## config.mk

```make
export PLATFORM = sky130hd
export DESIGN_NAME = haptic_command_frame_and_timers
export DESIGN_NICKNAME = d
export VERILOG_FILES = /design/src/hcft_pkg.sv /design/src/hcft_front.sv /design/src/hcft_queue.sv /design/src/hcft_back.sv /design/src/haptic_command_frame_and_timers.sv
export SDC_FILE = /design/constraint.sdc
export NUM_CORES = 1
export LEC_CHECK = 0
export BUFFER_PORTS_ARGS = -buffer_cell sky130_fd_sc_hd__buf_2
export CAP_MARGIN = 30
export CORE_UTILIZATION = 32
export DETAILED_ROUTE_END_ITERATION = 16
export GPL_TIMING_DRIVEN = 0
export PLACE_DENSITY_LB_ADDON = 0.3
export SLEW_MARGIN = 30
export SYNTH_ARGS = -nofsm -noshare
export SYNTH_HDL_FRONTEND = slang
export SYNTH_HIERARCHICAL = 1
export SYNTH_SLANG_ARGS = --single-unit
```

## constraint.sdc

```tcl
create_clock -name clk -period 7.4 [get_ports clk]
set_input_delay 0.74 -clock clk [delete_from_list [all_inputs] [get_ports clk]]
set_output_delay 0.74 -clock clk [all_outputs]
set_load 0.01 [all_outputs]
```

## src/hcft_pkg.sv

```systemverilog
// Shared types and constants for the haptic command frame and timer block.
// No dependencies; every other file of the block refers to it by scoped names.
package hcft_pkg;

    localparam int FRAME_LEN = 7;

    localparam logic [7:0] HEAD0 = 8'h55;
    localparam logic [7:0] HEAD1 = 8'hAA;
    localparam logic [3:0] LIMIT_RESET = 4'd5;

    typedef enum logic [2:0] {
        OP_BYTE   = 3'd0,
        OP_END    = 3'd1,
        OP_TICK   = 3'd2,
        OP_RELOAD = 3'd3,
        OP_READ   = 3'd4
    } op_t;

    typedef enum logic [2:0] {
        ST_NONE   = 3'd0,
        ST_OK     = 3'd1,
        ST_HEADER = 3'd2,
        ST_SUM    = 3'd3,
        ST_RANGE  = 3'd4,
        ST_SHORT  = 3'd5
    } status_t;

    // One classified request as it waits in the queue.
    typedef struct packed {
        op_t         op;
        logic [7:0]  data;
        logic [2:0]  channel;
    } cmd_t;

    // Handshake between queue and its neighbors.
    typedef struct packed {
        logic valid;
        logic full;
    } q_status_t;

    // One result as held in the output register.
    typedef struct packed {
        status_t     status;
        logic [7:0]  last_channel;
        logic [7:0]  wave;
        logic [15:0] duration;
        logic [15:0] count;
        logic [15:0] stamp;
    } result_t;

endpackage

```

## src/hcft_front.sv

```systemverilog
// Front end: accepts input requests and classifies the opcode.
// Depends on hcft_pkg; feeds hcft_queue.
module hcft_front (
    input  logic                   in_valid,
    output logic                   in_stall,
    input  logic [2:0]             opcode,
    input  logic [7:0]             data_byte,
    input  logic [2:0]             channel,
    input  hcft_pkg::q_status_t    q_status,
    output logic                   push,
    output hcft_pkg::cmd_t         push_cmd
);

    hcft_pkg::op_t op_dec;

    // Map unused opcodes onto a plain read.
    always_comb
    begin
        case (opcode)
            3'(hcft_pkg::OP_BYTE):   op_dec = hcft_pkg::OP_BYTE;
            3'(hcft_pkg::OP_END):    op_dec = hcft_pkg::OP_END;
            3'(hcft_pkg::OP_TICK):   op_dec = hcft_pkg::OP_TICK;
            3'(hcft_pkg::OP_RELOAD): op_dec = hcft_pkg::OP_RELOAD;
            default:                 op_dec = hcft_pkg::OP_READ;
        endcase
    end

    assign in_stall = q_status.full;
    assign push     = in_valid && !q_status.full;

    always_comb
    begin
        push_cmd.op      = op_dec;
        push_cmd.data    = (op_dec == hcft_pkg::OP_BYTE) ? data_byte : 8'h00;
        push_cmd.channel = channel;
    end

endmodule

```

## src/hcft_queue.sv

```systemverilog
// Two-entry request queue between the front end and the execution back end.
// Depends on hcft_pkg.
module hcft_queue (
    input  logic                   clk,
    input  logic                   rst_n,
    input  logic                   push,
    input  hcft_pkg::cmd_t         push_cmd,
    input  logic                   pop,
    output hcft_pkg::q_status_t    q_status,
    output hcft_pkg::cmd_t         pop_cmd
);

    localparam int DEPTH = 2;
    localparam int PW    = $clog2(DEPTH);

    hcft_pkg::cmd_t     entry_reg [DEPTH];
    logic [PW-1:0]      wr_ptr_reg;
    logic [PW-1:0]      rd_ptr_reg;
    logic [PW:0]        count_reg;
    logic [PW:0]        count_next;

    assign q_status.valid = (count_reg != '0);
    assign q_status.full  = (count_reg == (PW+1)'(DEPTH));
    assign pop_cmd        = entry_reg[rd_ptr_reg];

    always_comb
    begin
        count_next = count_reg;
        if (push && !pop)
        begin
            count_next = count_reg + 1'b1;
        end
        else if (pop && !push)
        begin
            count_next = count_reg - 1'b1;
        end
    end

    always_ff @(posedge clk or negedge rst_n)
    begin
        if (!rst_n)
        begin
            wr_ptr_reg <= '0;
            rd_ptr_reg <= '0;
            count_reg  <= '0;
        end
        else
        begin
            count_reg <= count_next;
            if (push)
            begin
                wr_ptr_reg <= wr_ptr_reg + 1'b1;
            end
            if (pop)
            begin
                rd_ptr_reg <= rd_ptr_reg + 1'b1;
            end
        end
    end

    always_ff @(posedge clk)
    begin
        if (push)
        begin
            entry_reg[wr_ptr_reg] <= push_cmd;
        end
    end

endmodule

```

## src/hcft_back.sv

```systemverilog
// Back end: frame assembly and judging, channel tables, countdowns, timestamp,
// configuration register and the output register. Depends on hcft_pkg.
module hcft_back #(
    parameter int NUM_CHANNELS = 8
) (
    input  logic                   clk,
    input  logic                   rst_n,
    input  logic                   q_valid,
    input  hcft_pkg::cmd_t         cmd,
    output logic                   pop,
    input  logic                   cfg_we,
    input  logic [3:0]             cfg_limit,
    input  logic                   out_stall,
    output logic                   out_valid,
    output hcft_pkg::result_t      result
);

    localparam int CH_W = (NUM_CHANNELS > 1) ? $clog2(NUM_CHANNELS) : 1;
    localparam logic [7:0] NCH8 = 8'(NUM_CHANNELS);

    logic [3:0]          limit_reg;
    logic [2:0]          pos_reg, pos_next;
    logic [7:0]          frame_reg [hcft_pkg::FRAME_LEN];
    logic [7:0]          frame_next [hcft_pkg::FRAME_LEN];
    logic [7:0]          rec_reg, rec_next;
    logic [7:0]          wave_reg [NUM_CHANNELS];
    logic [7:0]          wave_next [NUM_CHANNELS];
    logic [15:0]         dur_reg [NUM_CHANNELS];
    logic [15:0]         dur_next [NUM_CHANNELS];
    logic [15:0]         cnt_reg [NUM_CHANNELS];
    logic [15:0]         cnt_next [NUM_CHANNELS];
    logic [15:0]         stamp_reg, stamp_next;
    hcft_pkg::status_t   status;
    logic                out_valid_reg;
    hcft_pkg::result_t   result_reg, result_next;

    assign pop       = q_valid && (!out_valid_reg || !out_stall);
    assign out_valid = out_valid_reg;
    assign result    = result_reg;

    always_comb
    begin
        logic [7:0]      sum;
        logic [7:0]      fch;
        logic [CH_W-1:0] fidx;
        logic [CH_W-1:0] ridx;
        logic            ch_ok;

        pos_next   = pos_reg;
        frame_next = frame_reg;
        rec_next   = rec_reg;
        wave_next  = wave_reg;
        dur_next   = dur_reg;
        cnt_next   = cnt_reg;
        stamp_next = stamp_reg;
        status     = hcft_pkg::ST_NONE;

        sum   = frame_reg[2] + frame_reg[3] + frame_reg[4] + frame_reg[5];
        fch   = frame_reg[2];
        fidx  = CH_W'(fch);
        ridx  = CH_W'(cmd.channel);
        ch_ok = (8'(cmd.channel) < NCH8);

        case (cmd.op)
            hcft_pkg::OP_BYTE:
            begin
                // Drop bytes past the end of a frame.
                if (pos_reg < 3'(hcft_pkg::FRAME_LEN))
                begin
                    frame_next[pos_reg] = cmd.data;
                    pos_next            = pos_reg + 1'b1;
                end
            end
            hcft_pkg::OP_END:
            begin
                pos_next = '0;
                if (pos_reg < 3'(hcft_pkg::FRAME_LEN))
                begin
                    status = hcft_pkg::ST_SHORT;
                end
                else if (frame_reg[0] != hcft_pkg::HEAD0 ||
                         frame_reg[1] != hcft_pkg::HEAD1)
                begin
                    status = hcft_pkg::ST_HEADER;
                end
                else if (sum != frame_reg[6])
                begin
                    status = hcft_pkg::ST_SUM;
                end
                else
                begin
                    rec_next = fch;
                    if (fch >= {4'b0, limit_reg} || fch >= NCH8)
                    begin
                        status = hcft_pkg::ST_RANGE;
                    end
                    else
                    begin
                        status          = hcft_pkg::ST_OK;
                        wave_next[fidx] = frame_reg[3];
                        dur_next[fidx]  = {frame_reg[4], frame_reg[5]};
                        cnt_next[fidx]  = '0;
                    end
                end
            end
            hcft_pkg::OP_TICK:
            begin
                for (int i = 0; i < NUM_CHANNELS; i++)
                begin
                    if (cnt_reg[i] != '0)
                    begin
                        cnt_next[i] = cnt_reg[i] - 1'b1;
                    end
                end
                stamp_next = stamp_reg + 1'b1;
            end
            hcft_pkg::OP_RELOAD:
            begin
                if (ch_ok)
                begin
                    cnt_next[ridx] = dur_reg[ridx];
                end
            end
            default:
            begin
            end
        endcase

        // Report the state after this request has taken effect.
        result_next.status       = status;
        result_next.last_channel = rec_next;
        result_next.stamp        = stamp_next;
        if (ch_ok)
        begin
            result_next.wave     = wave_next[ridx];
            result_next.duration = dur_next[ridx];
            result_next.count    = cnt_next[ridx];
        end
        else
        begin
            result_next.wave     = '0;
            result_next.duration = '0;
            result_next.count    = '0;
        end
    end

    always_ff @(posedge clk or negedge rst_n)
    begin
        if (!rst_n)
        begin
            limit_reg     <= hcft_pkg::LIMIT_RESET;
            pos_reg       <= '0;
            rec_reg       <= '0;
            stamp_reg     <= '0;
            out_valid_reg <= 1'b0;
            for (int i = 0; i < hcft_pkg::FRAME_LEN; i++)
            begin
                frame_reg[i] <= '0;
            end
            for (int i = 0; i < NUM_CHANNELS; i++)
            begin
                wave_reg[i] <= '0;
                dur_reg[i]  <= '0;
                cnt_reg[i]  <= '0;
            end
        end
        else
        begin
            if (cfg_we)
            begin
                limit_reg <= cfg_limit;
            end
            if (pop)
            begin
                pos_reg   <= pos_next;
                frame_reg <= frame_next;
                rec_reg   <= rec_next;
                wave_reg  <= wave_next;
                dur_reg   <= dur_next;
                cnt_reg   <= cnt_next;
                stamp_reg <= stamp_next;
            end
            if (pop)
            begin
                out_valid_reg <= 1'b1;
            end
            else if (!out_stall)
            begin
                out_valid_reg <= 1'b0;
            end
        end
    end

    always_ff @(posedge clk)
    begin
        if (pop)
        begin
            result_reg <= result_next;
        end
    end

endmodule

```

## src/haptic_command_frame_and_timers.sv

```systemverilog
// Top level of the haptic command frame receiver with channel countdown timers.
// Depends on hcft_pkg, hcft_front, hcft_queue and hcft_back.
//
// Requests enter on a valid/stall channel, one per cycle while in_stall is low: each
// request is one serial byte, a frame end, a millisecond tick, a counter
// reload or a read, and every request gives exactly one result on the output
// valid/stall channel, in order. A frame is 0x55, 0xAA, channel, waveform,
// duration high, duration low and an 8-bit sum of the four middle bytes; a
// frame end judges the bytes gathered since the previous frame end and
// reports accepted, bad header, bad checksum, channel out of range or short
// frame. The front end classifies each request and pushes it into a two-entry
// queue; the back end pops one request per cycle unless the output register is
// stalled, updates the frame buffer, channel tables, all countdowns in parallel
// and the timestamp in that same cycle, and loads the output register. A request
// is written into the queue, then popped into the output register, which drives
// out_valid; the sustained rate is one request per cycle while out_stall is low.
// in_stall rises only when the queue holds two requests, i.e. when the
// output side has been stalled. The valid_channel_limit register (reset 5)
// is written through cfg_valid/cfg_ready, which is always ready; write it
// only while no request is in flight.
module haptic_command_frame_and_timers #(
    parameter int NUM_CHANNELS = 8
) (
    input  logic         clk,
    input  logic         rst_n,

    // Request channel
    input  logic         in_valid,
    output logic         in_stall,
    input  logic [2:0]   opcode,
    input  logic [7:0]   data_byte,
    input  logic [2:0]   channel,

    // Result channel
    output logic         out_valid,
    input  logic         out_stall,
    output logic [2:0]   frame_status,
    output logic [7:0]   last_channel,
    output logic [7:0]   wave_number,
    output logic [15:0]  channel_duration,
    output logic [15:0]  channel_count,
    output logic [15:0]  time_stamp,

    // Configuration write channel
    input  logic         cfg_valid,
    output logic         cfg_ready,
    input  logic [3:0]   valid_channel_limit
);

    hcft_pkg::q_status_t q_status;
    hcft_pkg::cmd_t      push_cmd;
    hcft_pkg::cmd_t      pop_cmd;
    hcft_pkg::result_t   result;
    logic                push;
    logic                pop;

    // The limit register never blocks a write.
    assign cfg_ready = 1'b1;

    hcft_front u_front (
        .in_valid  (in_valid),
        .in_stall  (in_stall),
        .opcode    (opcode),
        .data_byte (data_byte),
        .channel   (channel),
        .q_status  (q_status),
        .push      (push),
        .push_cmd  (push_cmd)
    );

    hcft_queue u_queue (
        .clk      (clk),
        .rst_n    (rst_n),
        .push     (push),
        .push_cmd (push_cmd),
        .pop      (pop),
        .q_status (q_status),
        .pop_cmd  (pop_cmd)
    );

    hcft_back #(
        .NUM_CHANNELS (NUM_CHANNELS)
    ) u_back (
        .clk       (clk),
        .rst_n     (rst_n),
        .q_valid   (q_status.valid),
        .cmd       (pop_cmd),
        .pop       (pop),
        .cfg_we    (cfg_valid && cfg_ready),
        .cfg_limit (valid_channel_limit),
        .out_stall (out_stall),
        .out_valid (out_valid),
        .result    (result)
    );

    // Unpack the output register onto the result ports.
    assign frame_status     = 3'(result.status);
    assign last_channel     = result.last_channel;
    assign wave_number      = result.wave;
    assign channel_duration = result.duration;
    assign channel_count    = result.count;
    assign time_stamp       = result.stamp;

endmodule

```

# == Yosys cells after proc, flatten, opt, wreduce, memory -nomap -nowiden ==
# Memories as Yosys holds them, arrays and structs flattened.
# Index checks and enable logic that the tools add are counted.
# classes
n_addsub,17
magnitude_cmp,9
eq_ne,12
muxes,66
bitwise,6
n_reduce_logical,32
# op_table
operator,n
$mux 128,9
$pmux 128 s3,1
$mux 64,5
$mux 16,17
$bwmux 128,2
$bmux 16 s3,3
$and 128x128->128,1
$not 128->128,1
$reduce_bool 16->1,8
$sub 16x1->16 const B,8
$demux 16 s3,2
$mux 8,9
$bwmux 64,1
$bwmux 56,1
$demux 8 s3,2
$add 8x8->8,3
$bmux 8 s3,1
$add 16x1->16 const B,1
$mux 3,5
$eq 3x2->1 const B,4
$ge 4x4->1 const B,3
$lt 4x1->1 const B,3
$not 3->4,3
$pmux 3 s4,1
other kinds (24),48
# word_totals
ff_bits,479
ramBits,28
output_inout_bits,70
word_cells,189
memories,1
# memory_table
memory,depth,width,read_ports,rd_ports_with_merged_regs,wr,line_no,source
u_queue.entry_reg,2,14,1,0,1,hcft_queue.sv:16,hcft_pkg::cmd_t entry_reg [DEPTH];

# == Longest topological paths before layout ==
# depth
ltp_word,15
mapped_depth,18
mapped_depth_nobuf,15

# == By module ==
# Netlist, hierarchy kept.
# modules_own_cells
module,n_inst,cells_per_inst,area_per_inst_um2
hcft_back,1,3228,30631.9
hcft_queue,1,60,1252.5
hcft_front,1,19,211.5
haptic_command_frame_and_timers,1,2,11.3

# == Least setup slack after synthesis ==
# No wires, ideal clock.
# synth_timing
path_kind,flip-flop to flip-flop
startpoint,register u_back/frame_reg[9] (netlist name)
endpoint,register u_back.result_reg (netlist bit u_back/result[36]) (data pin)
setup_ns,0.265
arrival_ns,4.879
t_required_ns,7.135
path_slack_ns,2.256
path_stages_with_launch,17
path_buffers,1
synth_period_minus_slack_ns,5.144
cell_sequence,dfrtp_1 > fa_1 > inv_1 > fa_1 > inv_1 > ha_1 > fa_1 > xor3_1 > nor4_1 > and3_1 > o211ai_4 > nor3_1 > and3_1 > clkbuf_1 > mux2_2 > a211o_1 > or3_1
# synth_rtl
element,line_no,source
from (decl),hcft_back.sv:23,logic [7:0] frame_reg [hcft_pkg::FRAME_LEN];
from (signal assigned),hcft_back.sv:176,frame_reg <= frame_next;
to (signal assigned),hcft_back.sv:198,result_reg <= result_next;
to (decl),hcft_back.sv:35,"hcft_pkg::result_t result_reg, result_next;"

==> results.json <==
{
  "final_hold_viol_count": 0,
  "grt_first_pass_wirelength_microns": 262100,
  "wl_met1_microns": 75580,
  "synthCells": 3309,
  "start_util_pct": 32.48,
  "sequentialPowerShare_pct": 25.2,
  "cts_setup_buffers": 0,
  "clk_pin_slew_worst_paths_ns": 0.06,
  "synthFlopType": "dfrtp_1",
  "relSlewSlack_pct": 17.67,
  "fin_nets": 3566,
  "grt_max_degree": 85,
  "die-width_microns": 318.8,
  "met2_wirelength_microns": 80490,
  "numClockSinks": 507,
  "root_buffer": "clkbuf_16",
  "async_flop_share_pct": 81.26,
  "die_h_microns": 318.8,
  "hpwlAfterDp_microns": 144900,
  "synthDistinctLibCells": 101,
  "syn_area_sq_mm": 0.03211,
  "drtPass1Iterations": 8,
  "drive_gt1_share_pct": 20.39,
  "hold_path.class": "primary input to asynchronous set/reset pin",
  "htree_levels": 3,
  "arrival_ns": 7.59,
  "finalPower_w": 0.01656,
  "clock_path_buffers": 3,
  "syn_to_final_growth_pct": 15.88,
  "drc": 0,
  "grt_overflow_total": 0,
  "dr_wl_met3_microns": 20480,
  "post_cts_resized": 0,
  "dieArea_sq_mm": 0.1016,
  "setup_violations": 0,
  "synth_edf_count": 95,
  "power.leakage_nw": 16.05,
  "top_layer_used": "met5",
  "rows": 115,
  "place.port_buffers": 85,
  "end_kind": "flip-flop",
  "internal_power_w": 0.007746,
  "min_period_over_period_pct": 98.83,
  "crit_required_ns": 7.67,
  "start_kind": "flip-flop",
  "grt_pass1_vias": 30560,
  "reg2reg_depth": 13,
  "via_per_inst": 6.585,
  "drt_iter0_drc": 4695,
  "cap_violations": 0,
  "syn_nets": 3372,
  "io_pins": 93,
  "final_cell_mix": "dfrtp_1, nand2_1, mux2_2, nor2_1, mux2i_1",
  "p_sw_w": 0.008817,
  "gp_congestion": 1.090,
  "ys_warn_count": 6,
  "postSynthAreaPerCell_sq_um": 9.703,
  "clk_latency_ns": 0.68,
  "synth_seq_cells": 507,
  "wirelength_microns": 194200,
  "drv_slew": 0,
  "crit_fanout": 10,
  "fin_worst_skew_ns": 0.04044,
  "worstSetupPathType": "flip-flop to flip-flop",
  "grt_antenna_before_repair": 18,
  "cts_made_buffers": 66,
  "ir_worst_vdd_v": 0.0002385,
  "rsz0062_at_grt": "false",
  "hold-worst-slack_ns": 0.0003629,
  "cts_tree": "done",
  "p_clk_share_pct": 20.0,
  "worstMarginPinSlew_ns": 1.204,
  "outcome": "completed",
  "ctsHoldBuffers": 0,
  "grt_usage_pct": 37.60,
  "comb_power_share_pct": 54.9,
  "final_common_cell": "dfrtp_1",
  "routedWlPerCell_microns": 40.06,
  "core-area_sq_mm": 0.09885,
  "switching_share_pct": 53.23,
  "max_freq_ghz": 0.1367,
  "ys_seq_area_share_pct": 41.00,
  "vias": 31930,
  "period_minus_slack_ns": 7.313,
  "ant_nets": 0,
  "powerDensity_mw_per_mm2": 445.2
}
synthesized netlist by cell type (16+ instances only):
cell | number | share of area, %
dfrtp_1 | 410 | 32
nand2_1 | 309 | 3.6
mux2_2 | 283 | 9.9
nor2_1 | 227 | 2.7
mux2i_1 | 204 | 6.4
clkbuf_1 | 197 | 2.3
o21ai_0 | 195 | 3.0
a21oi_1 | 154 | 2.4
o22ai_1 | 96 | 1.9
edfxtp_1 | 95 | 8.9
nand3_1 | 80 | 1.2
nor3_1 | 70 | 1.1
inv_1 | 56 | 0.65
xor2_1 | 47 | 1.3
a31oi_1 | 46 | 0.90
nor4_1 | 41 | 0.80
or3_1 | 41 | 0.80
o211ai_1 | 37 | 0.87
and3_1 | 36 | 0.70
xnor2_1 | 34 | 0.93
nand4_1 | 33 | 0.64
buf_1 | 31 | 0.36
or4_1 | 31 | 0.72
a22o_1 | 30 | 0.82
buf_2 | 30 | 0.47
ha_1 | 26 | 1.0
a211oi_1 | 24 | 0.56
a22oi_1 | 22 | 0.51
o22a_1 | 22 | 0.60
nand2b_1 | 20 | 0.39
a21o_1 | 19 | 0.44
nor2b_1 | 18 | 0.35
a221oi_1 | 16 | 0.44
path summary, 6_finish.rpt:
check | startpoint | endpoint | slack [ns]
max reg2reg | u_queue/rd_ptr_reg | u_back/result[17] | 0.09
max in group asynchronous | rst_n | u_back/limit_reg[0] | 6.14
min in group clk | channel[2] | u_queue/entry_reg[0][2] | 0.25
min | rst_n | u_back/wave_reg[51] | 0.0004
max | u_queue/rd_ptr_reg | u_back/result[17] | 0.09
min reg2reg | u_back/stamp_reg[15] | u_back/stamp_reg[15] | 0.49
per-stage QoR:
step,utilization (%),TNS (ns),cells,setup WS (ns),instance area [sq um]
after floorplan,-,0,3309,2.256,32110
after global placement,34.54,-1589.92,4681,-3.754,34140
after detailed placement,35.36,0,4720,0.5487,34960
after CTS,37.57,0,4841,0.5015,37130
after global routing,37.62,0,4843,0.2034,37190
final,37.64,0,4848,0.08664,37200
critical path: stages (launching register included):
cell,delay [ns]
dfrtp_1,0.38
buf_6,0.14
mux2_2,0.21
clkbuf_1,0.49
inv_1,0.42
a21oi_1,0.78
clkbuf_2,0.72
clkbuf_1,0.86
clkbuf_1,0.80
o21ai_0,0.20
a21oi_1,0.31
a221oi_1,0.20
nor4b_1,0.87
o311ai_1,0.51
layer usage:
metal | up-vias | global-route usage, %
li1 | 12800 | -
met1 | 16200 | 47.46
met2 | 2216 | 54.16
met3 | 698 | 10.69
met4 | 10 | 28.58
met5 | - | 0.4728
kinds of logic after synthesis:
family	count (synthesis)	synth area share, %
buffers and inverters	329	4.224
multiplexers	505	17.30
XOR/XNOR	86	2.549
AO/OA/AOI/OAI	835	17.21
flip-flops	507	41.00
AND/OR/NAND/NOR	1006	15.81
other	1	0.01168
adder cells (fa/ha/maj)	40	1.886
power by group through the flow:
stage | clock network (W) | registers (W) | logic, W
floorplan | 0 | 0.00402 | 0.00447
global placement | 0 | 0.00422 | 0.00838
detailed placement | 0 | 0.00418 | 0.00859
CTS | 0.00337 | 0.00414 | 0.00863
global route | 0.00348 | 0.00423 | 0.00925
finish | 0.00331 | 0.00417 | 0.00909
layout make-up:
type | count | area, sq um
clock inverter | 40 | 417.9
tap | 1287 | 1610
buffer | 272 | 1236
antenna | 5 | 12.51
multi-input combinational | 2473 | 17820
timing repair buffer | 126 | 965.9
fill | 9967 | 61650
sequential | 507 | 13170
inverter | 57 | 214.0
clock buffer | 81 | 1760
(Power assumes the default switching activity.)
